<file path="config.mk">
export PLATFORM = sky130hd
export DESIGN_NAME = xmidi_to_midi_event_converter
export DESIGN_NICKNAME = d
export VERILOG_FILES = /design/src/rtl/xmtm_pkg.sv /design/src/rtl/xmtm_store.sv /design/src/rtl/xmtm_div.sv /design/src/rtl/xmidi_to_midi_event_converter.sv
export SDC_FILE = /design/constraint.sdc
export NUM_CORES = 2
export LEC_CHECK = 0
export BUFFER_PORTS_ARGS = -buffer_cell sky130_fd_sc_hd__buf_2
export CAP_MARGIN = 20
export CORE_MARGIN = 10
export CORE_UTILIZATION = 64
export CTS_CLUSTER_SIZE = 20
export DETAILED_ROUTE_END_ITERATION = 16
export GPL_TIMING_DRIVEN = 0
export PLACE_DENSITY_LB_ADDON = 0.2
export SLEW_MARGIN = 0
export SYNTH_ARGS = -nofsm -noshare
export SYNTH_HDL_FRONTEND = slang
export SYNTH_SLANG_ARGS = --single-unit
</file>
<file path="constraint.sdc">
create_clock -name clk -period 8.1 [get_ports clk]
set_clock_uncertainty 0.15 [all_clocks]
set_input_delay 1.215 -clock clk [delete_from_list [all_inputs] [get_ports clk]]
set_output_delay 1.215 -clock clk [all_outputs]
set_load 0.02 [all_outputs]
</file>
<file path="src/rtl/xmtm_pkg.sv">
package xmtm_pkg;

  typedef enum logic [3:0] {
    PH_HEADER, PH_IDLE, PH_CH_D1, PH_CH_D2, PH_ONE_D1, PH_NOTE_DUR,
    PH_META_TYPE, PH_META_LEN, PH_META_DATA
  } phase_t;

  typedef enum logic [3:0] {
    S_IDLE, S_PARSE, S_DRAIN_RD, S_DRAIN_CHK, S_EVENT, S_META_OUT,
    S_INS_RD, S_INS_CHK, S_END_CHK, S_DIV_START, S_DIV_WAIT, S_SUMMARY
  } state_t;

  typedef enum logic [1:0] {
    KIND_EVENT = 2'd0,
    KIND_META  = 2'd1,
    KIND_SUMM  = 2'd2
  } kind_t;

  localparam logic [7:0]  STATUS_MIN  = 8'h80;
  localparam logic [3:0]  HI_NOTE_ON  = 4'h9;
  localparam logic [3:0]  HI_PROG     = 4'hC;
  localparam logic [3:0]  HI_CHAN_PR  = 4'hD;
  localparam logic [3:0]  HI_SYSTEM   = 4'hF;
  localparam logic [7:0]  STATUS_META = 8'hFF;
  localparam logic [7:0]  META_TEMPO  = 8'h51;
  localparam logic [1:0]  HDR_LAST    = 2'd3;
  // x / 25000 == (x >> 3) / 3125; ceil(2^43 / 3125) is exact for x >> 3 below 2^31
  localparam logic [31:0] TD_RECIP    = 32'd2814749768;
  localparam int          TD_SHIFT    = 43;

endpackage

</file>
<file path="src/rtl/xmtm_store.sv">
// Pending note-off store: one write and one registered read per cycle.
module xmtm_store #(
  parameter int DEPTH = 32,
  parameter int AW    = 5,
  parameter int DW    = 48
) (
  input  logic          clk,
  input  logic          wr_en,
  input  logic [AW-1:0] wr_addr,
  input  logic [DW-1:0] wr_data,
  input  logic          rd_en,
  input  logic [AW-1:0] rd_addr,
  output logic [DW-1:0] rd_data
);

  logic [DW-1:0] mem [DEPTH];

  always_ff @(posedge clk) begin
    if (wr_en) begin
      mem[wr_addr] <= wr_data;
    end
    if (rd_en) begin
      rd_data <= mem[rd_addr];
    end
  end

endmodule

</file>
<file path="src/rtl/xmtm_div.sv">
// Time division: (3 * tempo) / 25000 by reciprocal multiply.
// The operand is registered on start, then multiplied and the quotient registered.
module xmtm_div (
  input  logic        clk,
  input  logic        rst_n,
  input  logic        start,
  input  logic [33:0] dividend,
  output logic        busy,
  output logic [15:0] quotient
);
  import xmtm_pkg::*;

  logic [30:0] y_r, y_nxt;
  logic [15:0] q_r, q_nxt;
  logic        busy_r, busy_nxt;
  logic [62:0] prod;

  always_comb begin
    prod     = {32'd0, y_r} * {31'd0, TD_RECIP};
    y_nxt    = y_r;
    q_nxt    = q_r;
    busy_nxt = 1'b0;
    if (start) begin
      y_nxt    = dividend[33:3];
      busy_nxt = 1'b1;
    end else if (busy_r) begin
      q_nxt = prod[TD_SHIFT+15:TD_SHIFT];
    end
  end

  always_ff @(posedge clk) begin
    if (!rst_n) begin
      busy_r <= 1'b0;
    end else begin
      busy_r <= busy_nxt;
    end
    y_r <= y_nxt;
    q_r <= q_nxt;
  end

  assign busy     = busy_r;
  assign quotient = q_r;

endmodule

</file>
<file path="src/rtl/xmidi_to_midi_event_converter.sv">
// XMIDI event chunk to MIDI event converter.
// Input stream: one chunk payload byte per transaction on in_tdata, in_tlast
// on the final byte of the chunk. The first 4 bytes of each chunk are skipped.
// Output stream: one result per transaction; out_tuser is the kind (0 MIDI
// event, 1 meta payload byte, 2 end summary), out_tlast marks the last result
// caused by one input byte.
// A byte that causes no result goes through S_PARSE and S_END_CHK. An event
// first drains due note-offs from the pending store, a read and a check each,
// then emits. Filing a note-off walks the store from its tail, a read and a
// check per entry moved. The end of chunk pops every pending note-off, then
// forms the time division by a reciprocal multiply before the summary.
// All work shares one store port pair and one sequencer; in_tready is high
// only while the sequencer is idle.
// Results sit in an output register; when the receiver stalls the sequencer
// waits at the next emit with all state held.
// Synchronous reset (rst_n low) empties the store, returns to header skip and
// drops any pending result. A summary empties the store and restarts the skip.
module xmidi_to_midi_event_converter #(
  parameter int PENDING_DEPTH = 32,
  parameter int TIME_BITS     = 32
) (
  input  logic         clk,
  input  logic         rst_n,
  input  logic         in_tvalid,
  output logic         in_tready,
  input  logic [7:0]   in_tdata,   // [7:0] in_byte
  input  logic         in_tlast,   // end_of_chunk
  output logic         out_tvalid,
  input  logic         out_tready,
  // [31:0] delta, [39:32] status, [47:40] data_one, [55:48] data_two,
  // [63:56] payload_byte, [64] generated_off, [96:65] tempo,
  // [112:97] time_division, [113] overflow, [119:114] zero
  output logic [119:0] out_tdata,
  output logic [1:0]   out_tuser,  // [1:0] kind
  output logic         out_tlast   // last
);
  import xmtm_pkg::*;

  localparam int AW  = (PENDING_DEPTH > 1) ? $clog2(PENDING_DEPTH) : 1;
  localparam int CW  = $clog2(PENDING_DEPTH + 1);
  localparam int EW  = TIME_BITS + 16;
  localparam int DXW = (TIME_BITS > 32) ? TIME_BITS : 32;
  localparam logic [AW-1:0] LAST_IDX = AW'(PENDING_DEPTH - 1);

  // --- state ---
  state_t state_r, state_nxt;
  phase_t phase_r, phase_nxt;
  logic [1:0]           skip_r, skip_nxt;
  logic [TIME_BITS-1:0] cur_r, cur_nxt;
  logic [TIME_BITS-1:0] lastt_r, lastt_nxt;
  logic [7:0]           evst_r, evst_nxt;     // event_status
  logic [7:0]           evf_r, evf_nxt;       // event_first
  logic [TIME_BITS-1:0] dur_r, dur_nxt;
  logic [7:0]           mrem_r, mrem_nxt;
  logic [31:0]          tacc_r, tacc_nxt;
  logic [31:0]          ftempo_r, ftempo_nxt;
  logic [AW-1:0]        head_r, head_nxt;
  logic [CW-1:0]        cnt_r, cnt_nxt;
  logic                 ovf_r, ovf_nxt;
  logic [7:0]           b_r, b_nxt;
  logic                 end_r, end_nxt;
  logic                 flush_r, flush_nxt;
  logic [7:0]           e_st_r, e_st_nxt, e_d1_r, e_d1_nxt, e_d2_r, e_d2_nxt;
  logic [AW-1:0]        iidx_r, iidx_nxt;
  logic [TIME_BITS-1:0] itime_r, itime_nxt;

  // --- output register ---
  logic         ov_r, ov_nxt;
  logic [1:0]   o_kind_r, o_kind_nxt;
  logic [31:0]  o_delta_r, o_delta_nxt;
  logic [7:0]   o_st_r, o_st_nxt, o_d1_r, o_d1_nxt, o_d2_r, o_d2_nxt;
  logic [7:0]   o_pay_r, o_pay_nxt;
  logic         o_gen_r, o_gen_nxt;
  logic [31:0]  o_tempo_r, o_tempo_nxt;
  logic [15:0]  o_td_r, o_td_nxt;
  logic         o_ovf_r, o_ovf_nxt;
  logic         o_last_r, o_last_nxt;

  // --- store and divider hookup ---
  logic          st_wr_en, st_rd_en;
  logic [AW-1:0] st_wr_addr, st_rd_addr;
  logic [EW-1:0] st_wr_data, st_rd_data;
  logic          div_start, div_busy;
  logic [15:0]   div_q;
  logic [33:0]   div_dvd;

  // --- helpers ---
  logic [TIME_BITS:0]   cur_add, due_add;
  logic [TIME_BITS-1:0] cur_plus_b, dur_new, due_time;
  logic [TIME_BITS-1:0] rd_time, em_time, em_diff;
  logic [DXW-1:0]       em_diff_x;
  logic [31:0]          em_delta;
  logic                 em_later;
  logic                 slot_free;
  logic [CW:0]          tail_sum;
  logic [AW-1:0]        tail_idx, iidx_prev;
  logic [3:0]           b_hi;

  assign rd_time    = st_rd_data[EW-1:16];
  assign slot_free  = !ov_r || out_tready;
  assign b_hi       = b_r[7:4];
  assign cur_add    = {1'b0, cur_r} + {{TIME_BITS-7{1'b0}}, b_r};
  assign cur_plus_b = cur_add[TIME_BITS] ? '1 : cur_add[TIME_BITS-1:0];
  assign dur_new    = (dur_r[TIME_BITS-1:TIME_BITS-7] != '0) ? '1 :
                      {dur_r[TIME_BITS-8:0], b_r[6:0]};
  assign due_add    = {1'b0, cur_r} + {1'b0, dur_new};
  assign due_time   = due_add[TIME_BITS] ? '1 : due_add[TIME_BITS-1:0];
  assign tail_sum   = (CW+1)'(head_r) + (CW+1)'(cnt_r);
  assign tail_idx   = (tail_sum >= (CW+1)'(PENDING_DEPTH)) ?
                      AW'(tail_sum - (CW+1)'(PENDING_DEPTH)) : AW'(tail_sum);
  assign iidx_prev  = (iidx_r == '0) ? LAST_IDX : iidx_r - AW'(1);
  assign div_dvd    = {2'b00, ftempo_r} + {1'b0, ftempo_r, 1'b0};

  // delta against the last emitted time, saturated to 32 bits
  assign em_time   = (state_r == S_DRAIN_CHK) ? rd_time : cur_r;
  assign em_later  = em_time > lastt_r;
  assign em_diff   = em_later ? em_time - lastt_r : '0;
  assign em_diff_x = DXW'(em_diff);
  assign em_delta  = (em_diff_x > DXW'(32'hFFFF_FFFF)) ? 32'hFFFF_FFFF : em_diff_x[31:0];

  always_comb begin
    state_nxt  = state_r;   phase_nxt  = phase_r;   skip_nxt   = skip_r;
    cur_nxt    = cur_r;     lastt_nxt  = lastt_r;   evst_nxt   = evst_r;
    evf_nxt    = evf_r;     dur_nxt    = dur_r;     mrem_nxt   = mrem_r;
    tacc_nxt   = tacc_r;    ftempo_nxt = ftempo_r;  head_nxt   = head_r;
    cnt_nxt    = cnt_r;     ovf_nxt    = ovf_r;     b_nxt      = b_r;
    end_nxt    = end_r;     flush_nxt  = flush_r;   e_st_nxt   = e_st_r;
    e_d1_nxt   = e_d1_r;    e_d2_nxt   = e_d2_r;    iidx_nxt   = iidx_r;
    itime_nxt  = itime_r;

    ov_nxt      = ov_r && !out_tready;
    o_kind_nxt  = o_kind_r;  o_delta_nxt = o_delta_r; o_st_nxt  = o_st_r;
    o_d1_nxt    = o_d1_r;    o_d2_nxt    = o_d2_r;    o_pay_nxt = o_pay_r;
    o_gen_nxt   = o_gen_r;   o_tempo_nxt = o_tempo_r; o_td_nxt  = o_td_r;
    o_ovf_nxt   = o_ovf_r;   o_last_nxt  = o_last_r;

    st_wr_en   = 1'b0;  st_wr_addr = iidx_r;  st_wr_data = st_rd_data;
    st_rd_en   = 1'b0;  st_rd_addr = head_r;
    div_start  = 1'b0;
    in_tready  = (state_r == S_IDLE);

    case (state_r)
      S_IDLE: begin
        if (in_tvalid) begin
          b_nxt     = in_tdata;
          end_nxt   = in_tlast;
          state_nxt = S_PARSE;
        end
      end

      S_PARSE: begin
        state_nxt = S_END_CHK;
        flush_nxt = 1'b0;
        case (phase_r)
          PH_HEADER: begin
            if (skip_r >= HDR_LAST) begin
              skip_nxt  = '0;
              phase_nxt = PH_IDLE;
            end else begin
              skip_nxt = skip_r + 2'd1;
            end
          end
          PH_CH_D1: begin
            evf_nxt   = b_r;
            phase_nxt = PH_CH_D2;
          end
          PH_CH_D2: begin
            e_st_nxt = evst_r; e_d1_nxt = evf_r; e_d2_nxt = b_r;
            state_nxt = S_DRAIN_RD;
            if (evst_r[7:4] == HI_NOTE_ON) begin
              dur_nxt   = '0;
              phase_nxt = PH_NOTE_DUR;
            end else begin
              phase_nxt = PH_IDLE;
            end
          end
          PH_ONE_D1: begin
            e_st_nxt = evst_r; e_d1_nxt = b_r; e_d2_nxt = '0;
            state_nxt = S_DRAIN_RD;
            phase_nxt = PH_IDLE;
          end
          PH_NOTE_DUR: begin
            dur_nxt = dur_new;
            if (!b_r[7]) begin
              phase_nxt = PH_IDLE;
              if (cnt_r == CW'(PENDING_DEPTH)) begin
                ovf_nxt = 1'b1;
              end else begin
                itime_nxt = due_time;
                iidx_nxt  = tail_idx;
                state_nxt = S_INS_RD;
              end
            end
          end
          PH_META_TYPE: begin
            evf_nxt   = b_r;
            phase_nxt = PH_META_LEN;
          end
          PH_META_LEN: begin
            mrem_nxt = b_r;
            tacc_nxt = '0;
            e_st_nxt = STATUS_META; e_d1_nxt = evf_r; e_d2_nxt = b_r;
            state_nxt = S_DRAIN_RD;
            phase_nxt = (b_r != '0) ? PH_META_DATA : PH_IDLE;
          end
          PH_META_DATA: begin
            state_nxt = S_META_OUT;
            if (evf_r == META_TEMPO) begin
              tacc_nxt = {tacc_r[23:0], b_r};
            end
            mrem_nxt = mrem_r - 8'd1;
            if (mrem_r == 8'd1) begin
              if (evf_r == META_TEMPO && ftempo_r == '0) begin
                ftempo_nxt = {tacc_r[23:0], b_r};
              end
              phase_nxt = PH_IDLE;
            end
          end
          default: begin
            if (b_r < STATUS_MIN) begin
              cur_nxt = cur_plus_b;
            end else begin
              evst_nxt = b_r;
              if (b_hi == HI_PROG || b_hi == HI_CHAN_PR) begin
                phase_nxt = PH_ONE_D1;
              end else if (b_hi != HI_SYSTEM) begin
                phase_nxt = PH_CH_D1;
              end else if (b_r == STATUS_META) begin
                phase_nxt = PH_META_TYPE;
              end else begin
                e_st_nxt = b_r; e_d1_nxt = '0; e_d2_nxt = '0;
                state_nxt = S_DRAIN_RD;
              end
            end
          end
        endcase
      end

      S_DRAIN_RD: begin
        if (cnt_r == '0) begin
          state_nxt = flush_r ? S_DIV_START : S_EVENT;
        end else begin
          st_rd_en   = 1'b1;
          st_rd_addr = head_r;
          state_nxt  = S_DRAIN_CHK;
        end
      end

      S_DRAIN_CHK: begin
        if (flush_r || rd_time <= cur_r) begin
          if (slot_free) begin
            ov_nxt      = 1'b1;
            o_kind_nxt  = KIND_EVENT;
            o_delta_nxt = em_delta;
            o_st_nxt    = st_rd_data[15:8];
            o_d1_nxt    = st_rd_data[7:0];
            o_d2_nxt    = '0;
            o_pay_nxt   = '0;
            o_gen_nxt   = 1'b1;
            o_tempo_nxt = '0;
            o_td_nxt    = '0;
            o_ovf_nxt   = ovf_r;
            o_last_nxt  = 1'b0;
            if (em_later) begin
              lastt_nxt = rd_time;
            end
            head_nxt  = (head_r == LAST_IDX) ? '0 : head_r + AW'(1);
            cnt_nxt   = cnt_r - CW'(1);
            state_nxt = S_DRAIN_RD;
          end
        end else begin
          state_nxt = S_EVENT;
        end
      end

      S_EVENT: begin
        if (slot_free) begin
          ov_nxt      = 1'b1;
          o_kind_nxt  = KIND_EVENT;
          o_delta_nxt = em_delta;
          o_st_nxt    = e_st_r;
          o_d1_nxt    = e_d1_r;
          o_d2_nxt    = e_d2_r;
          o_pay_nxt   = '0;
          o_gen_nxt   = 1'b0;
          o_tempo_nxt = '0;
          o_td_nxt    = '0;
          o_ovf_nxt   = ovf_r;
          o_last_nxt  = !end_r;
          if (em_later) begin
            lastt_nxt = cur_r;
          end
          state_nxt = S_END_CHK;
        end
      end

      S_META_OUT: begin
        if (slot_free) begin
          ov_nxt      = 1'b1;
          o_kind_nxt  = KIND_META;
          o_delta_nxt = '0;
          o_st_nxt    = STATUS_META;
          o_d1_nxt    = evf_r;
          o_d2_nxt    = '0;
          o_pay_nxt   = b_r;
          o_gen_nxt   = 1'b0;
          o_tempo_nxt = '0;
          o_td_nxt    = '0;
          o_ovf_nxt   = ovf_r;
          o_last_nxt  = !end_r;
          state_nxt   = S_END_CHK;
        end
      end

      // walk from the tail, moving later entries up one slot
      S_INS_RD: begin
        if (iidx_r == head_r) begin
          st_wr_en   = 1'b1;
          st_wr_data = {itime_r, evst_r, evf_r};
          cnt_nxt    = cnt_r + CW'(1);
          state_nxt  = S_END_CHK;
        end else begin
          st_rd_en   = 1'b1;
          st_rd_addr = iidx_prev;
          state_nxt  = S_INS_CHK;
        end
      end

      S_INS_CHK: begin
        st_wr_en = 1'b1;
        if (rd_time > itime_r) begin
          iidx_nxt  = iidx_prev;
          state_nxt = S_INS_RD;
        end else begin
          st_wr_data = {itime_r, evst_r, evf_r};
          cnt_nxt    = cnt_r + CW'(1);
          state_nxt  = S_END_CHK;
        end
      end

      S_END_CHK: begin
        if (end_r) begin
          flush_nxt = 1'b1;
          state_nxt = S_DRAIN_RD;
        end else begin
          state_nxt = S_IDLE;
        end
      end

      S_DIV_START: begin
        div_start = 1'b1;
        state_nxt = S_DIV_WAIT;
      end

      S_DIV_WAIT: begin
        if (!div_busy) begin
          state_nxt = S_SUMMARY;
        end
      end

      S_SUMMARY: begin
        if (slot_free) begin
          ov_nxt      = 1'b1;
          o_kind_nxt  = KIND_SUMM;
          o_delta_nxt = '0;
          o_st_nxt    = '0;
          o_d1_nxt    = '0;
          o_d2_nxt    = '0;
          o_pay_nxt   = '0;
          o_gen_nxt   = 1'b0;
          o_tempo_nxt = ftempo_r;
          o_td_nxt    = div_q;
          o_ovf_nxt   = ovf_r;
          o_last_nxt  = 1'b1;
          // back to the state after reset
          phase_nxt  = PH_HEADER; skip_nxt = '0;   cur_nxt   = '0;
          lastt_nxt  = '0;        evst_nxt = '0;   evf_nxt   = '0;
          dur_nxt    = '0;        mrem_nxt = '0;   tacc_nxt  = '0;
          ftempo_nxt = '0;        head_nxt = '0;   cnt_nxt   = '0;
          ovf_nxt    = 1'b0;      flush_nxt = 1'b0;
          state_nxt  = S_IDLE;
        end
      end

      default: state_nxt = S_IDLE;
    endcase
  end

  always_ff @(posedge clk) begin
    if (!rst_n) begin
      state_r  <= S_IDLE;   phase_r  <= PH_HEADER; skip_r  <= '0;
      cur_r    <= '0;       lastt_r  <= '0;        evst_r  <= '0;
      evf_r    <= '0;       dur_r    <= '0;        mrem_r  <= '0;
      tacc_r   <= '0;       ftempo_r <= '0;        head_r  <= '0;
      cnt_r    <= '0;       ovf_r    <= 1'b0;      end_r   <= 1'b0;
      flush_r  <= 1'b0;     ov_r     <= 1'b0;
    end else begin
      state_r  <= state_nxt;  phase_r  <= phase_nxt;  skip_r  <= skip_nxt;
      cur_r    <= cur_nxt;    lastt_r  <= lastt_nxt;  evst_r  <= evst_nxt;
      evf_r    <= evf_nxt;    dur_r    <= dur_nxt;    mrem_r  <= mrem_nxt;
      tacc_r   <= tacc_nxt;   ftempo_r <= ftempo_nxt; head_r  <= head_nxt;
      cnt_r    <= cnt_nxt;    ovf_r    <= ovf_nxt;    end_r   <= end_nxt;
      flush_r  <= flush_nxt;  ov_r     <= ov_nxt;
    end
    b_r       <= b_nxt;     e_st_r    <= e_st_nxt;   e_d1_r  <= e_d1_nxt;
    e_d2_r    <= e_d2_nxt;  iidx_r    <= iidx_nxt;   itime_r <= itime_nxt;
    o_kind_r  <= o_kind_nxt;  o_delta_r <= o_delta_nxt; o_st_r  <= o_st_nxt;
    o_d1_r    <= o_d1_nxt;    o_d2_r    <= o_d2_nxt;    o_pay_r <= o_pay_nxt;
    o_gen_r   <= o_gen_nxt;   o_tempo_r <= o_tempo_nxt; o_td_r  <= o_td_nxt;
    o_ovf_r   <= o_ovf_nxt;   o_last_r  <= o_last_nxt;
  end

  xmtm_store #(
    .DEPTH (PENDING_DEPTH),
    .AW    (AW),
    .DW    (EW)
  ) u_store (
    .clk     (clk),
    .wr_en   (st_wr_en),
    .wr_addr (st_wr_addr),
    .wr_data (st_wr_data),
    .rd_en   (st_rd_en),
    .rd_addr (st_rd_addr),
    .rd_data (st_rd_data)
  );

  xmtm_div u_div (
    .clk      (clk),
    .rst_n    (rst_n),
    .start    (div_start),
    .dividend (div_dvd),
    .busy     (div_busy),
    .quotient (div_q)
  );

  assign out_tvalid = ov_r;
  assign out_tuser  = o_kind_r;
  assign out_tlast  = o_last_r;
  assign out_tdata  = {6'b0, o_ovf_r, o_td_r, o_tempo_r, o_gen_r, o_pay_r,
                       o_d2_r, o_d1_r, o_st_r, o_delta_r};

endmodule

</file>
=== Word-level counts from Yosys, hierarchy flattened ===
Memories as Yosys holds them, arrays and structs flattened. A register that Yosys moved wholly into a read port is not among the register bits.
Index checks and enable logic that the tools add are counted.

* Register bits after elaboration: 435
* Bits in latches: 0
* Bits in writable memories: 1,536
* Memory bits (read-only): 0
* Input bits: 13
* Output and inout port bits: 125
* Logic and storage cells: 366
* Memories: 1

* Add/sub/neg operators: 12
* Multiply operators: 1
* Div/mod/pow operators: 0
* Order comparisons: 7
* Equality and inequality tests: 74
* Shift-type cells: 0
* Muxes and demuxes: 163
* Bitwise logic cells: 4
* Reductions and logical operators: 67

{| class="wikitable"
|+ Memories
! memory !! words !! bits a word !! rd ports !! clocked after Yosys merged registers in !! wr ports !! RTL line !! text
|-
| u_store.mem || 32 || 48 || 1 || 1 || 1 || xmtm_store.sv:16 || <nowiki>logic [DW-1:0] mem [DEPTH];</nowiki>
|}

{| class="wikitable"
|+ Operators by type and width
! cell !! number
|-
| 2-to-1 mux 32 bit || 22
|-
| case mux 32 bit (3 select lines) || 3
|-
| case mux 32 bit (2 select lines) || 4
|-
| 2-to-1 mux 8 bit || 26
|-
| case mux 8 bit (3 select lines) || 5
|-
| 2-to-1 mux 4 bit || 24
|-
| 2-to-1 mux 48 bit || 2
|-
| case mux 24 bit (2 select lines) || 2
|-
| case mux 48 bit (2 select lines) || 1
|-
| greater-than comparator 32 bit || 2
|-
| case mux 8 bit (2 select lines) || 4
|-
| case mux 8 bit (4 select lines) || 2
|-
| 2-to-1 mux 5 bit || 12
|-
| multiplier 31 x 29 -> 56 bit (second input constant) || 1
|-
| 2-to-1 mux 16 bit || 3
|-
| != test 2 bit (second input constant) || 24
|-
| case mux 16 bit (3 select lines) || 1
|-
| case mux 4 bit (11 select lines) || 1
|-
| adder 32 x 33 -> 34 bit || 1
|-
| adder 32 x 32 -> 33 bit || 1
|-
| adder 32 x 8 -> 33 bit || 1
|-
| == test 4 x 3 -> 1 bit (second input constant) || 8
|-
| == test 4 bit (second input constant) || 8
|-
| greater-than comparator 32 bit (second input constant) || 1
|-
| other kinds (63) || 169
|}

=== Depth between registers and ports, before layout ===
* Depth in word-level cells: 9
* Mapped depth: 24
* Gate-level depth less buffers: 24

=== Hierarchy ===
A second synthesis with hierarchy kept.

* Cells, all modules: 7,754
* Area total of the unflattened synthesis: 102,353.2 µm²

{| class="wikitable"
|+ Modules (own cells, without submodules)
! module !! instances !! cells an instance !! area each (µm²)
|-
| xmtm_store || 1 || 3,364 || 61,203.7
|-
| xmidi_to_midi_event_converter || 1 || 2,867 || 24,767.5
|-
| xmtm_div || 1 || 1,523 || 16,382.0
|}

=== Worst setup path before layout ===
OpenSTA, ideal clock, no wires.

* Kind: register to register
* From: reg u_div.y_r[13]
* To: reg u_div.q_r[15] (netlist: u_div.quotient[15]) (data pin)
* Arrival: 6.664 ns
* Slack: 1.026 ns
* Stages on the path, launching flop included: 25
* Path through: edfxtp_1 -> ha_1 -> fa_1 -> inv_1 -> fa_1 -> inv_1 -> fa_1 -> inv_1 -> fa_1 -> inv_1 -> fa_1 -> inv_1 -> fa_1 -> fa_1 -> inv_1 -> ha_1 -> nand4_1 -> nor3_1 -> a211oi_1 -> o221ai_1 -> and3_1 -> o21a_1 -> or4_1 -> a21oi_1 -> xnor2_1

* Cells in the longest elaborated chain, start to end: 1

{| class="wikitable"
|+ RTL lines
! what !! RTL line !! text
|-
| start, declared || xmtm_div.sv:13 || <nowiki>logic [30:0] y_r, y_nxt;</nowiki>
|-
| start signal, assigned || xmtm_div.sv:37 || <nowiki>y_r <= y_nxt;</nowiki>
|-
| multiplier 31 x 29 -> 56 bit || xmtm_div.sv:19 || <nowiki>prod = {32'd0, y_r} * {31'd0, TD_RECIP};</nowiki>
|-
| via u_div.prod[58] || xmtm_div.sv:16 || <nowiki>logic [62:0] prod;</nowiki>
|-
| end signal, assigned || xmtm_div.sv:38 || <nowiki>q_r <= q_nxt;</nowiki>
|-
| end, declared || xmtm_div.sv:14 || <nowiki>logic [15:0] q_r, q_nxt;</nowiki>
|}

The timed path passes the listed nets, and every way through them passes these cells.
A chain may end at the register's enable or synchronous reset.

=== Worst setup path in the final report ===
* From: reg u_div.y_r[17]
* To: reg u_div.q_r[13] (netlist: u_div.quotient[13]) (data pin)

Same word-level chain as after synthesis.

==> results.md <==
* Synth area leader: edfxtp_1
* Drt wl/cell at 27.5 um
* Clock Path Buffers at 3
* First DRT Iteration DRCs at 10.6k
* Design area at 115000 sq um
* Port buffer count at 131
* Asr flop ratio synth at 0
* Slew at the pin with the worst max-slew slack at 1180 ps
* CTS Buf Count at 196
* Drt pass-1 iters at 6
* Power Density at 431 nW/um^2
* Share of the synthesized area in the top cell type at 0.534
* Area Growth Syn to Fin at 12.8%
* CP Capture Type: register
* Setup TNS at 0 ps
* Crit-path cells: ha_1 -> fa_1 -> inv_1 -> fa_1 -> fa_1 -> inv_1 -> fa_1 -> fa_1 -> fa_1 -> inv_1 -> fa_1 -> inv_1 -> ha_1 -> a21oi_1 -> o21ai_2 -> a41oi_1 -> nor4b_2 -> and3_1 -> o21ai_1 -> nor2b_2 -> o41ai_1 -> xnor2_1
* Ys flop type: edfxtp_1
* # placed instances at 10.8k
* Worst Path Arrival at 8290 ps
* Status: complete, no violations
* Final-report max-slew violation count at 0
* Synth top cells by count: 1817 x edfxtp_1, 1602 x nand2_1, 739 x inv_1
* RSZ-0062 raised after global routing: no
* Worst path max stage delay at 580 ps
* # DRC at 0
* Vias at 72.9k
* GRT overflow at 0
* F_max at 0.127 GHz
* Peak supply drop at 1.71 mV
* CP delay by family, top: adder cells
* Fin. Hold Viols at 0
* Tot Pwr at 49.7 mW
* Routability cong. at 1.03
* Global-route wire length before repair at 454 mm
* CTS tree: done
* Setup violators final at 0
* Filler Cells Inserted at 10.4k
* Clock Tree Root: clkbuf_16
* CP Launch Type: register
* Final Core Density at 0.727
* Largest fanout on the critical path at 7
* Die height at 420 um
* Post-Synthesis Cell Area at 102000 sq um
* Post-synth EDFFs at 1817
* Syn Area/Cell at 12.0 sq um
* Detailed placement HPWL at 221 mm
* Chip width at 420 um
* Seq/Total Area, Yosys at 0.574
* Rows at 146
* CTS sink cnt at 2019
* Largest net degree at the start of global routing at 34
* CP most frequent cell: fa_1
* Leakage at 42.9 nW
* Flop and latch count out of synthesis at 2019
* Vias/cell at 6.47
* Gr usage total at 0.347
* Final Non-Filler Cells at 11.3k
* Die ar. at 176000 sq um
* HP Class: reg -> reg
* Slowest CP cell: fa_1
* Final ANT Viol Nets at 0
* Ys Warns at 0
* Worst Path Buf+Inv at 4
* Max-cap violations at 0
* Synth area leaders: edfxtp_1 53%, ha_1 6.9%, fa_1 6.9%, nand2_1 5.9%, dfxtp_1 4.0%
* IO Count at 138
* Vias in the first global route at 71.2k
* Netlist cell types at 90
* Post-Synthesis Cells at 8519
* Clk pin slew, worst setup/hold paths at 70 ps
* Core footprint at 159000 sq um
* Cell with the most instances after synthesis: edfxtp_1
* DRT Wirelength at 310 mm
* Critical path required time at 8540 ps
* Starting Density at 0.644
* Depth of the CTS H-tree at 4
* Hold buffers post-CTS at 0
* Share of cells above drive strength 1 at 0.100
* Post-layout net count at 9952
* Seq. cell area at 58600 sq um
* Final cycle utilization of the critical path at 0.969
* Initial antenna violation count at 14
* Critical path class: reg -> reg
* Slew headroom at 0.204
* Placed inst area at 108000 sq um
* Later-pin clock latency in the skew report at 870 ps
* Area taken by multi-input logic gates at 39800 sq um
* Final min period at 7850 ps
-- power breakdown --
part | switching [mW] | internal, mW | total [mW]
clock | 4.07 | 5.25 | 9.31
combinational | 17.4 | 10.6 | 28.0
sequential | 0.254 | 12.1 | 12.3
total | 21.7 | 27.9 | 49.7
-- final cells by class --
class / count / share of cell area
sequential: 2019 / 0.508
multi-input combinational: 5345 / 0.346
clock buffer: 230 / 0.0444
timing repair buffer: 300 / 0.0262
inverter: 741 / 0.0241
tap: 2072 / 0.0225
buffer: 419 / 0.0163
clock inverter: 134 / 0.0123
antenna: 9 / 0.000195
-- state kept, by name (all words and copies together) (netlist names), 16 cells and up --
name,flops
u_store.mem,1536
u_store.rd_data,48
cur_r,32
dur_r,32
ftempo_r,32
itime_r,32
lastt_r,32
o_delta_r,32
o_tempo_r,32
u_div.y_r,31
tacc_r,24
o_td_r,16
u_div.quotient,16
-- final timing paths --
kind	from	to	slack (ps)	cells after the start
worst min-delay path	tacc_r[23]	ftempo_r[31]	300	2
worst max-delay path	u_div.y_r[17]	u_div.quotient[13]	250	22
worst min register to register	tacc_r[23]	ftempo_r[31]	300	2
worst max register to register	u_div.y_r[17]	u_div.quotient[13]	250	22
-- kinds of logic (layout without fill, tap and decap cells) --
group / after synthesis / count (layout) / share of synthesized area
and+or+nand+nor: 2758 / 2758 / 0.120
DFF: 2019 / 2019 / 0.574
AOI/OAI and AO/OA: 1237 / 1237 / 0.0823
buffers and inverters: 1160 / 1824 / 0.0456
adders and majority gates: 917 / 917 / 0.138
muxes: 303 / 303 / 0.0297
xor gates and xnor gates: 124 / 124 / 0.0107
other: 1 / 15 / 0.0000367
-- worst min-delay path, stage by stage (launching register included) --
cell	delay [ps]
dfxtp_1	320
nand3_1	60
a21oi_1	60
-- through the flow --
step | worst slack [ps] | hold slack, ps
3_5_place_dp | -567 | 291
6_report | 255 | 297
5_1_grt | 2.98 | 308
4_1_cts | 14.3 | 292
3_3_place_gp | -441 | 284
2_1_floorplan | 1030 | 259
-- metal layers --
layer	vias to the layer above	wire [um]	share of wire	global-route usage
li1	31600	-	-	-
met1	35700	116000	0.37	0.467
met2	4776	142000	0.46	0.547
met3	782	36900	0.12	0.0797
met4	10	14400	0.046	0.146
met5	-	69	0.00022	0
-- timing repair --
item,CTS,global route
setup buffers,48,35
resized for setup,0,5
setup endpoints to repair,11,9
-- cells in the final DEF (no fill, tap or decap), drive strengths merged, types with 22 or more instances in the layout --
| cell type | instances |
|---|---|
| a211oi | 27 |
| a21o | 78 |
| a21oi | 271 |
| a22oi | 26 |
| a31oi | 212 |
| a32oi | 195 |
| and2 | 35 |
| and3 | 45 |
| buf | 480 |
| bufinv | 22 |
| clkbuf | 469 |
| clkinv | 95 |
| dfxtp | 202 |
| edfxtp | 1817 |
| fa | 351 |
| ha | 566 |
| inv | 750 |
| mux2i | 302 |
| nand2 | 1602 |
| nand2b | 25 |
| nand3 | 530 |
| nand4 | 40 |
| nor2 | 256 |
| nor2b | 33 |
| nor3 | 48 |
| nor4 | 67 |
| o21a | 37 |
| o21ai | 169 |
| o31ai | 52 |
| or2 | 35 |
| xnor2 | 82 |
| xor2 | 42 |
Power figures use the tool's default switching activity.
